**config.mk**
```make
export PLATFORM = sky130hd
export DESIGN_NAME = ldh_domain_name_checker_unit
export DESIGN_NICKNAME = d
export VERILOG_FILES = /design/src/sv/ldh_pkg.sv /design/src/sv/ldh_in_stage.sv /design/src/sv/ldh_scan.sv /design/src/sv/ldh_rsp_stage.sv /design/src/sv/ldh_domain_name_checker_unit.sv
export SDC_FILE = /design/constraint.sdc
export NUM_CORES = 1
export LEC_CHECK = 0
export ABC_AREA = 1
export BUFFER_PORTS_ARGS = -buffer_cell sky130_fd_sc_hd__buf_2
export CAP_MARGIN = 20
export CORE_MARGIN = 2
export CORE_UTILIZATION = 50
export CTS_BUF_LIST = sky130_fd_sc_hd__clkbuf_8
export DETAILED_ROUTE_END_ITERATION = 7
export PLACE_DENSITY = 0.75
export SYNTH_ARGS = -nofsm -noshare
export SYNTH_HDL_FRONTEND = slang
export SYNTH_SLANG_ARGS = --single-unit
```
**constraint.sdc**
```tcl
create_clock -name clock -period 1.7 [get_ports clock]
set_input_delay 0.255 -clock clock [delete_from_list [all_inputs] [get_ports clock]]
set_output_delay 0.255 -clock clock [all_outputs]
set_load 0.02 [all_outputs]
```
**src/sv/ldh_pkg.sv**
```systemverilog
`timescale 1ns / 1ps

package ldh_pkg;

   localparam logic [7:0] CH_DOT    = 8'h2E;
   localparam logic [7:0] CH_HYPHEN = 8'h2D;
   localparam logic [7:0] CH_STAR   = 8'h2A;

   localparam logic [7:0] NAME_LEN_SAT  = 8'hFF;
   localparam logic [6:0] LABEL_LEN_SAT = 7'h7F;

   typedef struct packed {
      logic [7:0] ch;
      logic       last;
   } ldh_beat_type;

   function automatic logic is_alnum(input logic [7:0] c);
      is_alnum = (c >= 8'h61 && c <= 8'h7A) ||
                 (c >= 8'h41 && c <= 8'h5A) ||
                 (c >= 8'h30 && c <= 8'h39);
   endfunction

endpackage

```
**src/sv/ldh_in_stage.sv**
```systemverilog
`timescale 1ns / 1ps

module ldh_in_stage
   import ldh_pkg::*;
(
   input  logic         clock,
   input  logic         reset,
   input  logic         req_valid,
   output logic         req_stall,
   input  logic [7:0]   req_ch,
   input  logic         req_last,
   input  logic         take,
   output logic         beat_valid,
   output ldh_beat_type beat
);

   logic         vld_ff, vld_in;
   ldh_beat_type beat_ff;

   assign req_stall  = vld_ff && !take;
   assign beat_valid = vld_ff;
   assign beat       = beat_ff;

   always_comb begin
      vld_in = vld_ff;
      if (take) begin
         vld_in = 1'b0;
      end
      if (req_valid && !req_stall) begin
         vld_in = 1'b1;
      end
   end

   always_ff @(posedge clock) begin
      if (reset) begin
         vld_ff <= 1'b0;
      end else begin
         vld_ff <= vld_in;
      end
   end

   always_ff @(posedge clock) begin
      if (req_valid && !req_stall) begin
         beat_ff.ch   <= req_ch;
         beat_ff.last <= req_last;
      end
   end

endmodule

```
**src/sv/ldh_scan.sv**
```systemverilog
`timescale 1ns / 1ps

module ldh_scan
   import ldh_pkg::*;
#(
   parameter int MAX_NAME_LEN  = 253,
   parameter int MAX_LABEL_LEN = 63
)
(
   input  logic         clock,
   input  logic         reset,
   input  logic         step,
   input  ldh_beat_type beat,
   output logic         result
);

   logic [7:0] name_len_ff, name_len_in;
   logic [6:0] label_len_ff, label_len_in;
   logic       prev_hyphen_ff, prev_hyphen_in;
   logic       star_ff, star_in;
   logic       failed_ff, failed_in;

   logic [8:0] nlen;
   logic [7:0] llen;
   logic       is_dot, is_hyphen, lead_star;

   always_comb begin
      nlen      = {1'b0, name_len_ff} + 9'd1;
      llen      = {1'b0, label_len_ff} + 8'd1;
      is_dot    = (beat.ch == CH_DOT);
      is_hyphen = (beat.ch == CH_HYPHEN);
      lead_star = (beat.ch == CH_STAR) && (name_len_ff == 8'd0);

      failed_in = failed_ff;
      star_in   = star_ff;
      if (nlen > 9'(MAX_NAME_LEN)) begin
         failed_in = 1'b1;
      end
      if (name_len_ff == 8'd1 && star_ff && !is_dot) begin
         failed_in = 1'b1;
      end

      if (is_dot) begin
         if (label_len_ff == 7'd0 || prev_hyphen_ff) begin
            failed_in = 1'b1;
         end
         label_len_in = 7'd0;
      end else begin
         if (label_len_ff == 7'd0 && is_hyphen) begin
            failed_in = 1'b1;
         end
         if (lead_star) begin
            star_in = 1'b1;
         end
         if (!(is_alnum(beat.ch) || is_hyphen || lead_star)) begin
            failed_in = 1'b1;
         end
         if (llen > 8'(MAX_LABEL_LEN)) begin
            failed_in = 1'b1;
         end
         label_len_in = llen[7] ? LABEL_LEN_SAT : llen[6:0];
      end

      prev_hyphen_in = is_hyphen;
      name_len_in    = nlen[8] ? NAME_LEN_SAT : nlen[7:0];

      result = !failed_in && (label_len_in != 7'd0) && !prev_hyphen_in &&
               !(star_in && name_len_in <= 8'd2);
   end

   always_ff @(posedge clock) begin
      if (reset || (step && beat.last)) begin
         name_len_ff    <= 8'd0;
         label_len_ff   <= 7'd0;
         prev_hyphen_ff <= 1'b0;
         star_ff        <= 1'b0;
         failed_ff      <= 1'b0;
      end else if (step) begin
         name_len_ff    <= name_len_in;
         label_len_ff   <= label_len_in;
         prev_hyphen_ff <= prev_hyphen_in;
         star_ff        <= star_in;
         failed_ff      <= failed_in;
      end
   end

   a_clear_after_last : assert property (@(posedge clock) disable iff (reset)
      step && beat.last |=> name_len_ff == 8'd0 && !failed_ff)
      else $error("state not cleared after last beat");

   a_fail_sticky : assert property (@(posedge clock) disable iff (reset)
      step && !beat.last && failed_ff |=> failed_ff)
      else $error("failure flag dropped inside a name");

   a_label_in_name : assert property (@(posedge clock) disable iff (reset)
      {1'b0, label_len_ff} <= name_len_ff)
      else $error("label longer than name");

   a_empty_state : assert property (@(posedge clock) disable iff (reset)
      name_len_ff == 8'd0 |-> label_len_ff == 7'd0 && !star_ff && !prev_hyphen_ff)
      else $error("stale state at start of name");

endmodule

```
**src/sv/ldh_rsp_stage.sv**
```systemverilog
`timescale 1ns / 1ps

module ldh_rsp_stage (
   input  logic clock,
   input  logic reset,
   input  logic load,
   input  logic res,
   input  logic rsp_stall,
   output logic rsp_valid,
   output logic rsp_valid_res,
   output logic free
);

   logic vld_ff, vld_in;
   logic res_ff;

   assign rsp_valid     = vld_ff;
   assign rsp_valid_res = res_ff;
   assign free          = !vld_ff || !rsp_stall;

   always_comb begin
      vld_in = vld_ff && rsp_stall;
      if (load) begin
         vld_in = 1'b1;
      end
   end

   always_ff @(posedge clock) begin
      if (reset) begin
         vld_ff <= 1'b0;
      end else begin
         vld_ff <= vld_in;
      end
   end

   always_ff @(posedge clock) begin
      if (load) begin
         res_ff <= res;
      end
   end

endmodule

```
**src/sv/ldh_domain_name_checker_unit.sv**
```systemverilog
`timescale 1ns / 1ps
// channel | ports                          | beat taken when
// req     | req_valid req_stall req_ch/last | req_valid && !req_stall
// rsp     | rsp_valid rsp_stall rsp_valid_res | rsp_valid && !rsp_stall
// one byte per cycle unless a last byte waits on rsp_stall; input is registered
// a last byte's result is registered in the output register as the byte is taken
// the name state counters update once per byte taken, no iteration
// reset is synchronous, active high, and clears all name state and valids
// rsp_stall holds back only last bytes; other bytes keep flowing under a stall

module ldh_domain_name_checker_unit
   import ldh_pkg::*;
#(
   parameter int MAX_NAME_LEN  = 253,
   parameter int MAX_LABEL_LEN = 63
)
(
   input  logic       clock,
   input  logic       reset,
   input  logic       req_valid,
   output logic       req_stall,
   input  logic [7:0] req_ch,
   input  logic       req_last,
   output logic       rsp_valid,
   input  logic       rsp_stall,
   output logic       rsp_valid_res
);

   ldh_beat_type beat;
   logic         beat_valid, take, out_free, result;

   assign take = beat_valid && (!beat.last || out_free);

   ldh_in_stage u_in (
      .clock      (clock),
      .reset      (reset),
      .req_valid  (req_valid),
      .req_stall  (req_stall),
      .req_ch     (req_ch),
      .req_last   (req_last),
      .take       (take),
      .beat_valid (beat_valid),
      .beat       (beat)
   );

   ldh_scan #(
      .MAX_NAME_LEN  (MAX_NAME_LEN),
      .MAX_LABEL_LEN (MAX_LABEL_LEN)
   ) u_scan (
      .clock  (clock),
      .reset  (reset),
      .step   (take),
      .beat   (beat),
      .result (result)
   );

   ldh_rsp_stage u_rsp (
      .clock         (clock),
      .reset         (reset),
      .load          (take && beat.last),
      .res           (result),
      .rsp_stall     (rsp_stall),
      .rsp_valid     (rsp_valid),
      .rsp_valid_res (rsp_valid_res),
      .free          (out_free)
   );

endmodule

```
==> flow_summary.json, run 1 <==
{
  "syn_area_sq_um": 1780,
  "worstPathArrival_ns": 1.65,
  "synth_nets": 274,
  "ys_ff_latch": 30,
  "synthCells": 256,
  "yosys.cell_types.count": 28,
  "clock_path_buffers": 2,
  "regToRegStartpoint": "u_in.beat[7]",
  "synth_area_leader_cell": "dfxtp_1",
  "setup-tns-final_ns": 0,
  "period_share_pct": 93.8,
  "reg2reg_to": "u_rsp.rsp_valid_res",
  "vias": 1617,
  "rows": 21,
  "avgSynthCellArea_sq_um": 6.95,
  "holdBufCountCts": 0,
  "p_sw_share_pct": 27.7,
  "grt_pass1_vias": 1474,
  "drv_cap": 0,
  "path_clk_slew_ns": 0.07,
  "synth_area_leaders": "dfxtp_1 (22%), edfxtp_1 (17%), nand2_1 (13%)",
  "synth_top_area_share_pct": 22.5,
  "wl_per_cell_um": 11.7,
  "core_area_sq_um": 3390,
  "finalHoldViolCount": 0,
  "rsz0062_at_grt": "false",
  "root_buffer": "clkbuf_8",
  "die_h_um": 63.7,
  "max_slew_margin_pct": 78.2,
  "synth_most_common_cell": "nand2_1",
  "grt_overflow": 0,
  "whs_endpoint": "u_in.beat_valid",
  "ys_seq_area_share_pct": 39.4,
  "io_buffer_count": 15,
  "fin_crit_ns": 1.59,
  "areaGrowthSynthToFinish_pct": 16.7,
  "clock_skew_ns": 0.00720,
  "maxSlewViolCount": 0,
  "seq_power_share_pct": 49.9,
  "p_int_mw": 1.20,
  "r2r_setup_slack_ns": 0.11,
  "start_util_pct": 52.5,
  "required_ns": 1.75,
  "cp-end-kind": "flop",
  "grt_pass1_wl_um": 6500,
  "grt_usage_pct": 20.7,
  "hold_depth": 2,
  "antenna_found_initial": 0,
  "cts_made_buffers": 5,
  "die-area_sq_um": 4050,
  "antenna_cells": 0,
  "max_freq_mhz": 627,
  "hold_class": "input port to flop",
  "nNetsFinal": 301,
  "ioPinCount": 16,
  "grt_max_degree": 23,
  "critical_path_class": "flop to flop",
  "wl_um": 3850,
  "cts_tree": "built",
  "synth_edf_count": 10,
  "finalSetupViolCount": 0,
  "combPwrFrac_pct": 14.4,
  "first_pass_iters": 4,
  "synth_flop_cell": "dfxtp_1",
  "clock_latency_ns": 0.29,
  "peakVddDrop_mv": 0.613,
  "finalWeightedCongestion": 0.873,
  "fin_ws_ns": 0.106,
  "pwr-share-clk_pct": 35.8,
  "place_hpwl_um": 2770,
  "synthArstFlopShare_pct": 0,
  "first_iter_violations": 95,
  "cts_sinks": 30,
  "cts_htree_levels": 2,
  "crit_fanout": 9,
  "p_leak_nw": 1.04,
  "pre_cts_ws_ns": 0.00659,
  "vias_per_cell": 4.90,
  "run_status": "finished clean",
  "ys_warn_count": 0,
  "p_sw_uw": 459,
  "drc": 0,
  "synth_common_cells": "nand2_1 (64), inv_1 (40), nor2_1 (30)",
  "die_w_um": 63.7,
  "powerDensity_nw_per_um2": 797,
  "tightest_slew_ns": 0.327,
  "layout-drive-gt1-share_pct": 20.4,
  "drtAntennaViolNets": 0,
  "worst-r2r-cell-count": 9,
  "startpoint_type": "flop",
  "hp-start": "reset"
}
-- cell families after synthesis --
family	after synthesis	synth area share, %
and+or+nand+nor	132	33.5
buffers and inverters	48	10.6
AOI/OAI and AO/OA	40	12.5
DFF	30	39.4
adders and majority gates	5	3.51
xor gates and xnor gates	1	0.492
-- metal layers --
| metal | vias up | wire length [um] | track usage (%) |
|---|---|---|---|
| met1 | 717 | 1850 | 28.1 |
| met2 | 18 | 1850 | 31.1 |
| li1 | 878 | - | - |
| met3 | 4 | 121 | 6.07 |
| met4 | 0 | 30 | 7.88 |
| met5 | - | 0 | 0 |
-- power groups by stage --
stage                     clock (mW)  combinational, mW  sequential [mW]
after detailed placement           0              0.225            0.837
final                          0.593              0.238            0.826
after floorplan                    0              0.162            0.833
after CTS                      0.613              0.228            0.822
after global routing           0.637              0.273            0.832
after global placement             0              0.221            0.836
-- how the worst max path moves through the flow --
| stage | startpoint | endpoint | slack [ns] | cells past startpoint |
|---|---|---|---|---|
| 2_1_floorplan | u_scan.name_len_ff[0] | u_rsp.rsp_valid_res | 0.15 | 10 |
| 3_3_place_gp | u_in.beat[7] | u_rsp.rsp_valid_res | 0.08 | 10 |
| 3_5_place_dp | u_in.beat[7] | u_rsp.rsp_valid_res | 0.007 | 10 |
| 4_1_cts | u_scan.label_len_ff[1] | u_rsp.rsp_valid_res | 0.06 | 10 |
| 5_1_grt | u_in.beat[1] | u_rsp.rsp_valid_res | 0.0004 | 10 |
| 6_report | u_in.beat[7] | u_rsp.rsp_valid_res | 0.11 | 9 |
-- critical path, cell delays in order (launching register included) --
cell and delay, ns:
edfxtp_1 0.47, nor2_4 0.15, buf_4 0.12, nand3b_4 0.14, nand3_1 0.14, nand2_1 0.07, nor2_1 0.09, nand2_1 0.07
nand3_1 0.07, nor2_1 0.04
-- registers in the layout, summed over array words and instances (netlist names) --
| signal | count |
|---|---|
| u_scan.prev_hyphen_ff | 1 |
| u_scan.failed_ff | 1 |
| u_scan.star_ff | 1 |
| u_scan.label_len_ff | 7 |
| u_in.beat_valid | 1 |
| u_scan.name_len_ff | 8 |
| u_in.beat | 9 |
| u_rsp.rsp_valid_res | 1 |
| u_rsp.rsp_valid | 1 |
-- placed cells by master, fill, tap and decap left out, types with 3 or more instances in the layout --
cell type | Yosys | routed
nand3_1 | 19 | 19
edfxtp_1 | 10 | 10
buf_4 | 0 | 8
o21ai_0 | 18 | 15
a21oi_1 | 11 | 11
nor2_1 | 30 | 28
nand2_2 | 4 | 4
inv_2 | 4 | 5
nand2_1 | 64 | 64
dfxtp_1 | 20 | 16
inv_1 | 40 | 39
dfxtp_2 | 0 | 4
clkbuf_8 | 0 | 6
o21ai_1 | 3 | 4
a221oi_1 | 4 | 4
clkinv_1 | 1 | 3
ha_2 | 0 | 3
nand4_1 | 3 | 3
nor2_2 | 4 | 4
buf_2 | 1 | 15
-- timing repair --
action                                  CTS  global route
gates resized for setup                   1            16
endpoints found under the setup margin    1             1
setup buffers                             0             3
endpoints found under the hold margin     0             0
pin swaps                                 0             2
-- area by class of cell --
type | count | area, sq um
multi-input combinational | 178 | 921
timing repair buffer | 23 | 135
clock inverter | 2 | 7.51
sequential | 30 | 706
tap | 46 | 57.6
clock buffer | 6 | 82.6
inverter | 45 | 169
fill | 315 | 1310
-- stage by stage --
stage	util, %	hold WS, ns	power [mW]	cells	area [sq um]
after floorplan	-	0.324	0.996	256	1780
after global routing	61.3	0.134	1.74	330	2080
after global placement	57.0	0.432	1.06	319	1930
final	61.3	0.136	1.66	330	2080
after detailed placement	57.0	0.433	1.06	319	1930
after CTS	59.7	0.124	1.66	327	2020
(Power assumes the default switching activity.)
==> run 2, diff against run 1 <==
--- a/config.mk
+++ b/config.mk
@@ -9,10 +9,11 @@
 export BUFFER_PORTS_ARGS = -buffer_cell sky130_fd_sc_hd__buf_2
 export CAP_MARGIN = 20
 export CORE_MARGIN = 2
-export CORE_UTILIZATION = 50
+export CORE_UTILIZATION = 55
 export CTS_BUF_LIST = sky130_fd_sc_hd__clkbuf_8
 export DETAILED_ROUTE_END_ITERATION = 7
-export PLACE_DENSITY = 0.75
+export PLACE_DENSITY = 0.81
+export SETUP_SLACK_MARGIN = 0.4
 export SYNTH_ARGS = -nofsm -noshare
 export SYNTH_HDL_FRONTEND = slang
 export SYNTH_SLANG_ARGS = --single-unit
==> run 2 against run 1 <==
Effect of this change:
- die area fell by 8.5%
- sequential power up 1%
- flip-flop and latch count unchanged
- register-to-register slack got worse by 0.06 ns
- first-iteration DRC count up 100%
- via count is 12% higher
- count of clock-buffer cells in the layout is 1 lower
- critical endpoint unchanged
- clock skew is 0.00084 ns higher
- clock power is 5.4% lower
- total power is 3.8% higher
- final area up 15%
- global-route usage is 6.2 points higher
==> flow_summary.json, run 2 (same netlist as run 1, synthesis figures left out) <==
{
  "cts_htree_levels": 2,
  "cts_made_buffers": 5,
  "die_h_um": 60.9,
  "vias": 1806,
  "layout-drive-gt1-share_pct": 36.4,
  "first_iter_violations": 191,
  "ioPinCount": 16,
  "antenna_cells": 0,
  "max_slew_margin_pct": 77.6,
  "tightest_slew_ns": 0.333,
  "finalSetupViolCount": 0,
  "drtAntennaViolNets": 0,
  "max_freq_mhz": 606,
  "clock_path_buffers": 2,
  "drv_cap": 0,
  "vias_per_cell": 5.34,
  "period_share_pct": 97.1,
  "core_area_sq_um": 3080,
  "crit_chain": "ha_4 > inv_1 > nand2_1 > nand2_2 > o21ai_2 > nor2_1 > nand3_1 > nor2_1 > nand2_1 > nand3_1 > nor2_1",
  "cpMostUsedCell": "nor2_1",
  "grt_pass1_wl_um": 7160,
  "holdBufCountCts": 0,
  "powerDensity_nw_per_um2": 722,
  "first_pass_iters": 4,
  "startpoint_type": "flop",
  "final_common_cell": "nand2_1",
  "nNetsFinal": 311,
  "crit_fanout": 4,
  "cts_sinks": 30,
  "grt_pass1_vias": 1618,
  "wl_per_cell_um": 14.3,
  "io_buffer_count": 15,
  "rows": 20,
  "rsz0062_at_grt": "true",
  "wl_um": 4850,
  "die_w_um": 60.9,
  "hold_ws_ns": 0.133,
  "mostFrequentLayoutCells": "nand2_1 (54), inv_1 (33), nor2_1 (24)",
  "required_ns": 1.76,
  "finalHoldViolCount": 0,
  "worstPathArrival_ns": 1.71,
  "setup-tns-final_ns": 0,
  "clock_latency_ns": 0.29,
  "root_buffer": "clkbuf_8",
  "largest_register_ff_count": 9,
  "run_status": "finished clean",
  "areaGrowthSynthToFinish_pct": 33.8,
  "finalWeightedCongestion": 0.820,
  "fin_crit_ns": 1.65,
  "maxSlewViolCount": 0,
  "grt_overflow": 0,
  "cp-end-kind": "flop",
  "die-area_sq_um": 3710,
  "cpMaxStageDelayCell": "dfxtp_4",
  "hold_class": "input port to flop",
  "grt_usage_pct": 26.9,
  "place_hpwl_um": 2850,
  "drc": 0,
  "path_clk_slew_ns": 0.07,
  "p_leak_nw": 1.13,
  "cts_tree": "built",
  "start_util_pct": 57.8,
  "antenna_found_initial": 0,
  "critical_path_class": "flop to flop",
  "clock_skew_ns": 0.00803,
  "max_stage_delay_ns": 0.38,
  "peakVddDrop_mv": 0.638,
  "grt_max_degree": 23,
  "n_fill_cell": 207
}
==> run 2: power breakdown <==
part	total [mW]	leakage, nW	internal (mW)	switching [mW]
clock	0.561	0.0416	0.280	0.281
sequential	0.835	0.265	0.785	0.0501
combinational	0.323	0.820	0.133	0.190
total	1.72	1.13	1.20	0.521
==> run 2: cell type report <==
class	count	area, sq um	share of cell area, %
multi-input combinational	180	1120	47.0
sequential	30	716	30.0
timing repair buffer	31	218	9.14
inverter	45	190	7.98
clock buffer	5	68.8	2.89
tap	44	55.1	2.31
clock inverter	3	16.3	0.683
==> run 2: timing repair <==
action | in CTS | in global routing
endpoints found under the setup margin | 17 | 29
gates cloned | 1 | 1
endpoints found under the hold margin | 0 | 0
resized for setup | 29 | 33
pin swaps | 11 | 19
setup buffers | 10 | 5
==> run 2: path summary, 6_finish.rpt <==
path / startpoint / to / slack [ns] / cells past startpoint
setup reg to reg: u_scan.name_len_ff[0] / u_rsp.rsp_valid_res / 0.05 / 11
hold / removal: req_ch[4] / u_in.beat[5] / 0.13 / 1
hold reg to reg: u_scan.prev_hyphen_ff / u_scan.prev_hyphen_ff / 0.53 / 2
setup / recovery: u_scan.name_len_ff[0] / u_rsp.rsp_valid_res / 0.05 / 11
==> run 2: routing by layer <==
layer	vias to the layer above	wire length, um	global-route usage [%]
li1	901	-	-
met1	831	2030	32.1
met2	57	2440	45.8
met3	17	238	8.10
met4	0	142	9.94
met5	-	0	0
==> run 2: stage by stage <==
stage | setup slack, ns | power [mW] | instance area, sq um | cells | utilization (%)
final | 0.0495 | 1.72 | 2380 | 338 | 77.4
after detailed placement | 0.0988 | 1.07 | 1950 | 313 | 63.5
after CTS | 0.191 | 1.67 | 2230 | 332 | 72.3
after global placement | 0.0955 | 1.06 | 1950 | 313 | 63.5
after floorplan | 0.266 | 1.01 | 1840 | 256 | -
after global routing | -0.0371 | 1.79 | 2380 | 338 | 77.4
==> run 2: critical path: cells and delay by family, from the launching register on <==
family	cells	cell delay, ns
AOI/OAI and AO/OA	1	0.07
DFF	1	0.38
adders and majority gates	1	0.18
buffers and inverters	1	0.05
and+or+nand+nor	8	0.72
